**src/sv/iokt_pkg.sv**
```systemverilog
`default_nettype none
package iokt_pkg;
  localparam int CAPACITY   = 16;
  localparam int SLOT_BITS  = $clog2(CAPACITY);
  localparam int LINK_BITS  = $clog2(CAPACITY + 1);
  localparam int KEY_BITS   = 32;
  localparam int VALUE_BITS = 32;
  localparam logic [LINK_BITS-1:0] NONE_SLOT = LINK_BITS'(CAPACITY);

  localparam logic [2:0] OP_PUT      = 3'd0;
  localparam logic [2:0] OP_GET      = 3'd1;
  localparam logic [2:0] OP_REMOVE   = 3'd2;
  localparam logic [2:0] OP_CONTAINS = 3'd3;
  localparam logic [2:0] OP_LIST     = 3'd4;

  typedef enum logic [3:0] {
    ST_IDLE, ST_SCAN, ST_SCAN_WAIT, ST_DECIDE, ST_LINK_A, ST_LINK_B,
    ST_LIST_RD, ST_LIST_WAIT, ST_EMIT
  } state_t;
endpackage
`default_nettype wire

```
**src/sv/insertion_ordered_key_table.sv**
```systemverilog
// Insertion-ordered key/value table, 16 slots.
// Input channel: in_valid/in_stall with in_kind, in_key, in_value. Kinds are
// put, get, remove, contains and list; other kinds echo the key.
// Result channel: out_valid/out_stall with out_result_key, out_result_value,
// out_found, out_full_error, out_entry_count, out_last. Every item gives one
// result except list, which gives one per stored entry in insertion order
// (or one empty marker), out_last set on the final one.
// Keys are searched serially through all slots of the key memory (one read
// port, registered read); a list walks the next-link memory entry by entry.
// One item is in flight at a time; in_stall is high until the block is idle.
// The result sits in an output register; while out_stall is high the block
// holds it, and a following item is taken and worked up to its first result.
// Reset (rst_n low, synchronous) clears the used bits, head, tail and count.
// Memory contents are not cleared and need no clearing pass.
`default_nettype none
module insertion_ordered_key_table
  import iokt_pkg::*;
(
  input  wire logic                  clk,
  input  wire logic                  rst_n,
  input  wire logic                  in_valid,
  output logic                       in_stall,
  input  wire logic [2:0]            in_kind,
  input  wire logic [KEY_BITS-1:0]   in_key,
  input  wire logic signed [VALUE_BITS-1:0] in_value,
  output logic                       out_valid,
  input  wire logic                  out_stall,
  output logic [KEY_BITS-1:0]        out_result_key,
  output logic signed [VALUE_BITS-1:0] out_result_value,
  output logic                       out_found,
  output logic                       out_full_error,
  output logic [4:0]                 out_entry_count,
  output logic                       out_last
);
  logic [KEY_BITS-1:0]   key_mem  [CAPACITY];
  logic [VALUE_BITS-1:0] val_mem  [CAPACITY];
  logic [LINK_BITS-1:0]  next_mem [CAPACITY];
  logic [LINK_BITS-1:0]  prev_mem [CAPACITY];
  logic [CAPACITY-1:0]   used_r, used_nxt;

  state_t state_r, state_nxt;
  logic [2:0]            kind_r;
  logic [KEY_BITS-1:0]   key_r;
  logic [VALUE_BITS-1:0] val_r;
  logic [LINK_BITS-1:0]  first_r, first_nxt, final_r, final_nxt;
  logic [4:0]            count_r, count_nxt;
  logic [LINK_BITS-1:0]  idx_r, idx_nxt;     // scan pointer / list cursor
  logic [LINK_BITS-1:0]  hit_r, hit_nxt;
  logic                  added_r, added_nxt;
  logic [4:0]            nlist_r, nlist_nxt;
  logic [SLOT_BITS-1:0]  ridx_r;
  logic                  rvld_r;
  logic [KEY_BITS-1:0]   rkey_q;
  logic [VALUE_BITS-1:0] rval_q;
  logic [LINK_BITS-1:0]  rnext_q, rprev_q;

  // Output register
  logic                  ov_r;
  logic [KEY_BITS-1:0]   ok_r;
  logic [VALUE_BITS-1:0] ovl_r;
  logic                  of_r, oe_r, ol_r;
  logic [4:0]            oc_r;

  // Memory access controls
  logic                  rd_en;
  logic [SLOT_BITS-1:0]  rd_addr;
  logic                  kv_we;
  logic [SLOT_BITS-1:0]  kv_addr;
  logic                  key_we;
  logic                  na_we, nb_we, pa_we, pb_we;
  logic [SLOT_BITS-1:0]  na_addr, nb_addr, pa_addr, pb_addr;
  logic [LINK_BITS-1:0]  na_d, nb_d, pa_d, pb_d;

  logic                  emit;
  logic [KEY_BITS-1:0]   ek;
  logic [VALUE_BITS-1:0] ev;
  logic                  ef, ee, el;

  logic                  free_ok;
  logic [SLOT_BITS-1:0]  free_slot;

  assign in_stall = (state_r != ST_IDLE);
  assign out_valid = ov_r;
  assign out_result_key = ok_r;
  assign out_result_value = ovl_r;
  assign out_found = of_r;
  assign out_full_error = oe_r;
  assign out_entry_count = oc_r;
  assign out_last = ol_r;

  // Lowest free slot
  always_comb begin
    free_ok = 1'b0;
    free_slot = '0;
    for (int i = CAPACITY - 1; i >= 0; i--) begin
      if (!used_r[i]) begin
        free_ok = 1'b1;
        free_slot = SLOT_BITS'(i);
      end
    end
  end

  always_ff @(posedge clk) begin
    if (rd_en) begin
      rkey_q  <= key_mem[rd_addr];
      rval_q  <= val_mem[rd_addr];
      rnext_q <= next_mem[rd_addr];
      rprev_q <= prev_mem[rd_addr];
    end
    if (key_we) key_mem[kv_addr] <= key_r;
    if (kv_we)  val_mem[kv_addr] <= val_r;
    if (na_we)  next_mem[na_addr] <= na_d;
    if (nb_we)  next_mem[nb_addr] <= nb_d;
    if (pa_we)  prev_mem[pa_addr] <= pa_d;
    if (pb_we)  prev_mem[pb_addr] <= pb_d;
  end

  always_ff @(posedge clk) begin
    if (!rst_n) begin
      state_r <= ST_IDLE;
      used_r  <= '0;
      first_r <= NONE_SLOT;
      final_r <= NONE_SLOT;
      count_r <= '0;
      ov_r    <= 1'b0;
      rvld_r  <= 1'b0;
    end else begin
      state_r <= state_nxt;
      used_r  <= used_nxt;
      first_r <= first_nxt;
      final_r <= final_nxt;
      count_r <= count_nxt;
      rvld_r  <= rd_en && (state_r == ST_SCAN);
      if (emit) ov_r <= 1'b1;
      else if (ov_r && !out_stall) ov_r <= 1'b0;
    end
  end

  always_ff @(posedge clk) begin
    if (state_r == ST_IDLE && in_valid && !in_stall) begin
      kind_r <= in_kind;
      key_r  <= in_key;
      val_r  <= in_value;
    end
    idx_r   <= idx_nxt;
    hit_r   <= hit_nxt;
    added_r <= added_nxt;
    nlist_r <= nlist_nxt;
    ridx_r  <= rd_addr;
    if (emit) begin
      ok_r  <= ek;
      ovl_r <= ev;
      of_r  <= ef;
      oe_r  <= ee;
      ol_r  <= el;
      oc_r  <= count_nxt;
    end
  end

  // Next state
  always_comb begin
    state_nxt = state_r;
    unique case (state_r)
      ST_IDLE: begin
        if (in_valid && !in_stall) begin
          if (in_kind == OP_LIST) state_nxt = ST_LIST_RD;
          else if (in_kind <= OP_CONTAINS) state_nxt = ST_SCAN;
          else state_nxt = ST_EMIT;
        end
      end
      ST_SCAN: if (idx_r == LINK_BITS'(CAPACITY - 1)) state_nxt = ST_SCAN_WAIT;
      ST_SCAN_WAIT: state_nxt = ST_DECIDE;
      ST_DECIDE: begin
        if (hit_r != NONE_SLOT) begin
          state_nxt = (kind_r == OP_GET) ? ST_LIST_WAIT :
                      (kind_r == OP_REMOVE) ? ST_LINK_A : ST_EMIT;
        end else if (kind_r == OP_PUT && free_ok) state_nxt = ST_LINK_A;
        else state_nxt = ST_EMIT;
      end
      ST_LINK_A: state_nxt = ST_LINK_B;
      ST_LINK_B: state_nxt = ST_EMIT;
      ST_LIST_RD: begin
        if (ov_r && out_stall) state_nxt = ST_LIST_RD;
        else if (kind_r != OP_LIST) state_nxt = ST_EMIT;
        else if (idx_r == NONE_SLOT || nlist_r == 5'(CAPACITY)) state_nxt = ST_EMIT;
        else state_nxt = ST_LIST_WAIT;
      end
      ST_LIST_WAIT: state_nxt = ST_EMIT;
      ST_EMIT: begin
        if (ov_r && out_stall) state_nxt = ST_EMIT;
        else if (kind_r == OP_LIST && !el) state_nxt = ST_LIST_RD;
        else state_nxt = ST_IDLE;
      end
      default: state_nxt = ST_IDLE;
    endcase
  end

  // Datapath and memory controls
  always_comb begin
    logic [SLOT_BITS-1:0] h;
    logic [SLOT_BITS-1:0] ps, ns;
    h = hit_r[SLOT_BITS-1:0];
    ps = rprev_q[SLOT_BITS-1:0];
    ns = rnext_q[SLOT_BITS-1:0];
    used_nxt = used_r;
    first_nxt = first_r;
    final_nxt = final_r;
    count_nxt = count_r;
    idx_nxt = idx_r;
    hit_nxt = hit_r;
    added_nxt = added_r;
    nlist_nxt = nlist_r;
    rd_en = 1'b0;
    rd_addr = ridx_r;
    kv_we = 1'b0;
    key_we = 1'b0;
    kv_addr = h;
    na_we = 1'b0; nb_we = 1'b0; pa_we = 1'b0; pb_we = 1'b0;
    na_addr = '0; nb_addr = '0; pa_addr = '0; pb_addr = '0;
    na_d = NONE_SLOT; nb_d = NONE_SLOT; pa_d = NONE_SLOT; pb_d = NONE_SLOT;
    emit = 1'b0;
    ek = key_r; ev = '0; ef = 1'b0; ee = 1'b0; el = 1'b1;

    // Compare a key read from the previous scan cycle
    if (rvld_r && used_r[ridx_r] && rkey_q == key_r) hit_nxt = {1'b0, ridx_r};

    unique case (state_r)
      ST_IDLE: begin
        idx_nxt = '0;
        hit_nxt = NONE_SLOT;
        added_nxt = 1'b0;
        nlist_nxt = '0;
        if (in_valid && !in_stall && in_kind == OP_LIST) idx_nxt = first_r;
      end
      ST_SCAN: begin
        rd_en = 1'b1;
        rd_addr = idx_r[SLOT_BITS-1:0];
        idx_nxt = idx_r + 1'b1;
      end
      ST_SCAN_WAIT: ;
      ST_DECIDE: begin
        if (hit_r != NONE_SLOT) begin
          rd_en = 1'b1;
          rd_addr = h;
          if (kind_r == OP_PUT) begin
            kv_we = 1'b1;
          end
        end else if (kind_r == OP_PUT && free_ok) begin
          hit_nxt = {1'b0, free_slot};
        end
      end
      ST_LINK_A: begin
        if (kind_r == OP_PUT) begin
          key_we = 1'b1;
          kv_we = 1'b1;
          added_nxt = 1'b1;
          used_nxt[h] = 1'b1;
          pa_we = 1'b1; pa_addr = h; pa_d = final_r;
          na_we = 1'b1; na_addr = h; na_d = NONE_SLOT;
          if (final_r != NONE_SLOT) begin
            nb_we = 1'b1; nb_addr = final_r[SLOT_BITS-1:0]; nb_d = hit_r;
          end else first_nxt = hit_r;
          final_nxt = hit_r;
          count_nxt = count_r + 1'b1;
        end else begin
          // Remove: links were read in the decide cycle
          used_nxt[h] = 1'b0;
          if (rprev_q != NONE_SLOT) begin
            na_we = 1'b1; na_addr = ps; na_d = rnext_q;
          end else first_nxt = rnext_q;
          if (rnext_q != NONE_SLOT) begin
            pa_we = 1'b1; pa_addr = ns; pa_d = rprev_q;
          end else final_nxt = rprev_q;
          if (count_r != 0) count_nxt = count_r - 1'b1;
        end
      end
      ST_LINK_B: begin
        if (kind_r == OP_REMOVE) begin
          nb_we = 1'b1; nb_addr = h; nb_d = NONE_SLOT;
          pb_we = 1'b1; pb_addr = h; pb_d = NONE_SLOT;
        end
      end
      ST_LIST_RD: begin
        if (!(ov_r && out_stall) && idx_r != NONE_SLOT && nlist_r != 5'(CAPACITY)) begin
          rd_en = 1'b1;
          rd_addr = idx_r[SLOT_BITS-1:0];
        end
      end
      ST_LIST_WAIT: ;
      ST_EMIT: begin
        if (!(ov_r && out_stall)) begin
          emit = 1'b1;
          if (kind_r == OP_LIST) begin
            if (idx_r == NONE_SLOT || nlist_r == 5'(CAPACITY)) begin
              ek = '0; ef = 1'b0; el = 1'b1;
              idx_nxt = NONE_SLOT;
            end else begin
              ek = rkey_q; ev = rval_q; ef = 1'b1;
              el = (rnext_q == NONE_SLOT) || (nlist_r + 1'b1 == 5'(CAPACITY));
              nlist_nxt = nlist_r + 1'b1;
              idx_nxt = el ? NONE_SLOT : rnext_q;
            end
          end else if (kind_r <= OP_CONTAINS) begin
            ef = (hit_r != NONE_SLOT) && !added_r;
            if (kind_r == OP_PUT && hit_r == NONE_SLOT) ee = 1'b1;
            if (kind_r == OP_GET && ef) ev = rval_q;
            if (kind_r == OP_REMOVE) ef = (hit_r != NONE_SLOT);
          end
        end
      end
      default: ;
    endcase
  end
endmodule
`default_nettype wire
```
**config.mk**
```make
export PLATFORM = sky130hd
export DESIGN_NAME = insertion_ordered_key_table
export DESIGN_NICKNAME = d
export VERILOG_FILES = /design/src/sv/iokt_pkg.sv /design/src/sv/insertion_ordered_key_table.sv
export SDC_FILE = /design/constraint.sdc
export NUM_CORES = 2
export LEC_CHECK = 0
export ABC_CLOCK_PERIOD_IN_PS = 6040
export BUFFER_PORTS_ARGS = -buffer_cell sky130_fd_sc_hd__buf_2
export CAP_MARGIN = 20
export CORE_MARGIN = 8
export CORE_UTILIZATION = 60
export CTS_CLUSTER_DIAMETER = 150
export DETAILED_ROUTE_END_ITERATION = 16
export PLACE_DENSITY_LB_ADDON = 0.2
export SYNTH_ARGS = -nofsm -noshare
export SYNTH_HDL_FRONTEND = slang
export SYNTH_SLANG_ARGS = --single-unit
```
**constraint.sdc**
```tcl
create_clock -name clk -period 6.04 [get_ports clk]
set_input_delay 0.302 -clock clk [delete_from_list [all_inputs] [get_ports clk]]
set_output_delay 0.302 -clock clk [all_outputs]
set_load 0.005 [all_outputs]
```
Word-level counts from Yosys, hierarchy flattened. Memories as Yosys holds them, arrays and structs flattened. A register that Yosys moved wholly into a read port is not among the register bits. Cells that the tools add are included.

Output and inout bits: 74. Register bits after elaboration: 196. Memories kept: 4. Logic and storage cells: 268. Memory bits (writable): 1184.

Eq/ne operators: 35. Bitwise gates (word level): 5. Multiplexer cells: 152. Add/sub/neg operators: 4. Reduce and logical (&&, ||, !) cells: 42. Magnitude comparators: 5.

Memories: key_mem (depth 16, bits a word 32, rd ports 1, clocked after Yosys merged registers in 1, wr ports 1, line insertion_ordered_key_table.sv:35) `logic [KEY_BITS-1:0] key_mem [CAPACITY];`; val_mem (depth 16, bits a word 32, rd ports 1, clocked after Yosys merged registers in 1, wr ports 1, line insertion_ordered_key_table.sv:36) `logic [VALUE_BITS-1:0] val_mem [CAPACITY];`; next_mem (depth 16, bits a word 5, rd ports 1, clocked after Yosys merged registers in 1, wr ports 2, line insertion_ordered_key_table.sv:37) `logic [LINK_BITS-1:0] next_mem [CAPACITY];`; prev_mem (depth 16, bits a word 5, rd ports 1, clocked after Yosys merged registers in 1, wr ports 1, line insertion_ordered_key_table.sv:38) `logic [LINK_BITS-1:0] prev_mem [CAPACITY];`.

Operator list (count): two-way mux 32 bit (8); two-way mux 4 bit (41); two-way mux 5 bit (29); two-way mux 1 bit (60); equality test 32 bit (1); one-hot mux 4 bit (8 select lines) (1); != test 5 bit (second input constant) (6); equality test 5 bit (second input constant) (5); one-hot mux 5 bit (2 select lines) (2); logical AND 1 bit (17); AND 16 bit (1); equality test 4 x 3 -> 1 bit (second input constant) (4); two-way mux 16 bit (1); NOT 16 bit (1); OR 16 bit (1); adder 5 x 1 -> 5 bit (second input constant) (3); one-hot mux 5 bit (3 select lines) (1); != test 2 bit (second input constant) (7); one-hot mux 4 bit (3 select lines) (1); less-than comparator 4 x 5 -> 1 bit (second input constant) (2); equality test 4 x 2 -> 1 bit (second input constant) (2); one-hot mux 4 bit (2 select lines) (1); equality test 3 bit (second input constant) (2); less-or-equal comparator 3 x 2 -> 1 bit (second input constant) (2); other kinds (29) (44).

Logic depth before layout (Yosys ltp).
Word-level depth: 20. Mapped depth: 14. Mapped depth without buffers: 10.

Least setup slack after synthesis. Ideal clock, no wire load.

Kind: register -> register. Start point: reg state_r[1]. End point: reg key_r[0] (enable). Clock period less this slack: 4566 ps. Library setup time: 493 ps. Buffers on the path: 2. Required time: 5547 ps. Path slack: 1474 ps. Data arrival time: 4074 ps. Stages on the path, launching flop included: 6. Cell sequence: dfxtp_1 > buf_2 > or2_2 > or3_1 > clkbuf_1 > nor2_1.

Longest elaborated chain between the ends: 3. Elaborated cells between the ends (all ways): 5. Classes of those cells: reduce/logical: 5.

Ends and longest elaborated chain: from (decl) (line insertion_ordered_key_table.sv:41) `state_t state_r, state_nxt;`; from (signal assigned) (line insertion_ordered_key_table.sv:128) `state_r <= state_nxt;`; nonzero test 4 bit (line insertion_ordered_key_table.sv:82) `assign in_stall = (state_r != ST_IDLE);`; named net in_stall (line insertion_ordered_key_table.sv:22) `output logic in_stall,`; logical NOT 1 bit (line insertion_ordered_key_table.sv:140) `if (state_r == ST_IDLE && in_valid && !in_stall) begin`; logical AND 1 bit (line insertion_ordered_key_table.sv:140); to (signal assigned) (line insertion_ordered_key_table.sv:142) `key_r <= in_key;`; to (decl) (line insertion_ordered_key_table.sv:43) `logic [KEY_BITS-1:0] key_r;`.

The timed path passes the listed nets, and every way through them passes these cells. A chain may end at the register's enable or synchronous reset.

Final worst setup path.
Start point: reg nlist_r[0]. End point: reg rkey_q[26] (read register of key_mem), data pin.

Longest elaborated chain between the ends: 4. Elaborated cells between the ends (all ways): 6. Classes of those cells: eq/ne: 1; mux: 4; reduce/logical: 1.

Ends and longest elaborated chain: from (decl) (line insertion_ordered_key_table.sv:50) `logic [4:0] nlist_r, nlist_nxt;`; from (signal assigned) (line insertion_ordered_key_table.sv:148) `nlist_r <= nlist_nxt;`; != test 5 bit * (line insertion_ordered_key_table.sv:284) `if (!(ov_r && out_stall) && idx_r != NONE_SLOT && nlist_r != 5'(CAPACITY)) begin`; logical AND 1 bit * (line insertion_ordered_key_table.sv:284); two-way mux 4 bit / two-way mux 1 bit (equally long branches) (line insertion_ordered_key_table.sv:284); one-hot mux 4 bit (3 select lines) / one-hot mux 1 bit (3 select lines) (equally long branches) (line insertion_ordered_key_table.sv:227) `unique case (state_r)`; to (decl) (line insertion_ordered_key_table.sv:53) `logic [KEY_BITS-1:0] rkey_q;`.

Mark *: on every way between the ends. The rest lies on a longest branch, timed or not.

==> implementation parameters <==
Parameter                              Value

Critical path
  Critical register-to-register path startpoint    nlist_r[0]
  Count of cells along the worst register-to-register path    11
  Critical Path Sink Type    flip-flop
  Reg2reg setup slack    1790 ps
  Arrival time at the worst endpoint    4700 ps
  Data required time of the critical path    6490 ps
  Endpoint of the lowest-slack register-to-register path    rkey_q[26]
  Type of the worst setup path    reg2reg
  Crit path max fanout    131
  Worst Setup Start Kind    flip-flop

GRT
  Overflow left after global routing    0
  Number of antenna violations at the first check in global routing    2
  Overall routing resource usage    28.8%
  Vias in the first global route    38340
  First-pass GRT wire length    239000 um
  Largest net degree at the start of global routing    214

Die
  Die extent in y    330 um
  Std cell rows    115
  Initial core utilization    60.5%
  Core region area    98100 um^2
  I/O pin count    145
  Die extent in x    330 um
  Area of the die    109000 um^2

Route
  Post-detailed-route count of antenna-violating nets    0
  Vias after detailed routing    39589
  Iteration count of the initial detailed-routing pass    6
  Vias per cell    6.76
  Total detailed-routing wirelength    160000 um
  Number of DRC markers after the initial detailed-route iteration    5595
  Detail-routed net length per standard cell    27.3 um
  Post-detailed-route DRC marker count    0

Synthesis
  Number of flip-flops and latches in the synthesized netlist    1454
  Synth warnings    0
  Synth top area cells    sky130_fd_sc_hd__edfxtp_1 71%, sky130_fd_sc_hd__nand3_1 4.6%, sky130_fd_sc_hd__o21ai_0 3.6%
  Share of synthesized area occupied by flip-flops and latches    72.8%
  Total nets after synthesis    4449
  Share of flip-flops with an asynchronous set or reset    0%
  Synth cell types    77
  Syn Area/Cell    13.6 um^2
  Mapped Area    59300 um^2
  Most frequently used cell type in the post-synthesis netlist    sky130_fd_sc_hd__edfxtp_1
  Synth cell count leaders    1408 x sky130_fd_sc_hd__edfxtp_1, 545 x sky130_fd_sc_hd__nand3_1, 437 x sky130_fd_sc_hd__nand2_1
  Gate Count Post-Synth    4371
  Synth area leader    sky130_fd_sc_hd__edfxtp_1
  Top-area cell type share of the netlist area    71.3%
  Number of synthesized flops with an enable pin    1408
  Main flop type after synthesis    sky130_fd_sc_hd__edfxtp_1

CTS
  Number of levels the H-tree was split into    4
  TritonCTS buffer count    146
  Clk Tree Root Cell    sky130_fd_sc_hd__clkbuf_16
  CTS tree    done
  Register clock-pin slew on the reported worst setup and hold paths    60 ps
  Longest Clk Path Bufs    3
  Clock latency at the later pin of the worst-skew pair    760 ps
  Post-cts repair resize count    0
  Count of clock tree sinks    1454

Power and ir drop
  Leakage component of the power    22.1 nW
  Sw Share    32.0%
  Peak supply drop    0.681 mV
  Clk network pwr share    31.9%
  Total power    28.5 mW
  Net switching component of the power    9.11 mW
  Cell-internal power    19.4 mW
  Power density over cell area    427 nW/um^2
  Part of the total power dissipated in sequential elements    43.7%
  Combinational power share    24.5%

STA
  Slew @ Worst Pin    1240 ps
  Final Hold Violating Endpoints    0
  Highest clock frequency the design can meet    236 MHz
  Final setup viols    0
  RSZ-0062 raised after global routing    false
  Final Slew Violations    0
  Minimum clock period    4250 ps
  Worst rel slew slack    17.5%
  Setup skew after layout    29.3 ps
  Total Neg Setup Slack    0 ps
  Share of the clock period used by the worst path after layout    70.3%

Placed design
  Weighted congestion at the end of routability-driven global placement    0.881
  HPWL after detailed placement    80000 um
  Quantity of I/O buffers inserted on ports    144

Layout
  Fillers    6799
  Fraction of layout instances using a drive strength above 1    10.9%
  Total inserted antenna cells    0
  Growth of design area from synthesis to finish    12.5%
  Number of nets in the finished design    4529

Worst hold path
  Hold Startpoint    out_stall
  Kind of path behind the tightest hold check    in2reg
  Worst min-delay path endpoint    out_valid
  Cells on Worst Hold Path    3

Run status
  Status    finished clean

Job
  Max-capacitance violation count    0
## kinds of logic after synthesis
kind of cell    share of synthesized area (%)
fa+ha+maj                               0.148
flops                                    72.8
mux                                     0.445
simple gates                             11.3
xor+xnor                                0.591
compound gates                           11.9
buf+inv                                  2.75
## flip-flops by register name (all words and copies together), names as in the netlist, 32 cells and up, named ones only
register	cells
out_result_value	32
rkey_q	32
rval_q	32
next_mem	80
out_result_key	32
prev_mem	80
key_r	32
val_mem	512
key_mem	512
val_r	32
## worst max-delay path by stage
| stage | cells past startpoint | endpoint | from |
|---|---|---|---|
| global placement | 11 | rkey_q[10] | nlist_r[0] |
| finish | 11 | rkey_q[26] | nlist_r[0] |
| floorplan | 5 | key_r[0] | state_r[1] |
| global route | 11 | rkey_q[26] | nlist_r[0] |
| CTS | 11 | rkey_q[10] | nlist_r[0] |
| detailed placement | 11 | rkey_q[26] | nlist_r[0] |
## critical path: stages (launching register included)
cell	delay, ps
sky130_fd_sc_hd__edfxtp_1	450
sky130_fd_sc_hd__inv_1	90
sky130_fd_sc_hd__ha_1	160
sky130_fd_sc_hd__nand4bb_1	260
sky130_fd_sc_hd__and2_1	260
sky130_fd_sc_hd__a222oi_1	260
sky130_fd_sc_hd__and2_4	610
sky130_fd_sc_hd__clkinv_8	600
sky130_fd_sc_hd__buf_4	530
sky130_fd_sc_hd__a211oi_1	240
sky130_fd_sc_hd__a311o_1	170
sky130_fd_sc_hd__o311ai_1	110
## layout make-up
cell class,instances,area [um^2],area share [%]
clock inverter,80,871,1.31
sequential,1454,43200,64.7
multi-input combinational,2525,14800,22.1
inverter,26,125,0.188
clock buffer,186,3910,5.86
timing repair buffer,298,2250,3.38
tap,1287,1610,2.41
## metrics by stage
| stage | hold WS, ps | setup slack (ps) | area, um^2 | utilization, % | instances |
|---|---|---|---|---|---|
| after floorplan | 401 | 1470 | 59300 | - | 4371 |
| after global placement | 478 | 2080 | 61200 | 62.4 | 5519 |
| after detailed placement | 480 | 1980 | 61200 | 62.4 | 5520 |
| after CTS | 26.7 | 1930 | 66700 | 68.0 | 5855 |
| after global routing | 88.9 | 1670 | 66700 | 68.0 | 5856 |
| final | 83.1 | 1790 | 66700 | 68.0 | 5856 |
## power groups by stage
| stage | clock network [mW] | registers [mW] | logic [mW] |
|---|---|---|---|
| 3_5_place_dp | 0 | 12.6 | 6.83 |
| 2_1_floorplan | 0 | 12.4 | 4.87 |
| 3_3_place_gp | 0 | 12.6 | 6.69 |
| 5_1_grt | 9.52 | 12.5 | 7.53 |
| 6_report | 9.08 | 12.5 | 6.97 |
| 4_1_cts | 9.17 | 12.4 | 6.90 |
## layout by cell type, fill, tap and decap left out, types with 74 or more instances in the layout
master and instances:
sky130_fd_sc_hd__a21o_1 75, sky130_fd_sc_hd__o21ai_0 431, sky130_fd_sc_hd__a211oi_1 79, sky130_fd_sc_hd__a32oi_1 75, sky130_fd_sc_hd__clkbuf_16 151, sky130_fd_sc_hd__a31oi_1 94
sky130_fd_sc_hd__and3_1 157, sky130_fd_sc_hd__a311o_1 74, sky130_fd_sc_hd__a21oi_1 109, sky130_fd_sc_hd__o311ai_1 74, sky130_fd_sc_hd__nand2_1 435, sky130_fd_sc_hd__buf_2 144
sky130_fd_sc_hd__nand3_1 545, sky130_fd_sc_hd__edfxtp_1 1408
## what timing repair did
| action | CTS | global route |
|---|---|---|
| setup buffers | 0 | 0 |
| endpoints found under the setup margin | 0 | 0 |
| hold buffers | 69 | 0 |
| endpoints found under the hold margin | 70 | 0 |
## metal layers
metal / wire, um / part of all wire, % / track usage (%) / up-vias
met3: 16300 / 10 / 5.50 / 404
met1: 61500 / 39 / 39.2 / 19676
met4: 5930 / 3.7 / 11.3 / 2
met5: 13 / 0.0081 / 0 / -
li1: - / - / - / 17145
met2: 75800 / 48 / 46.3 / 2362
Note: power is estimated with default switching activity, not from simulation.
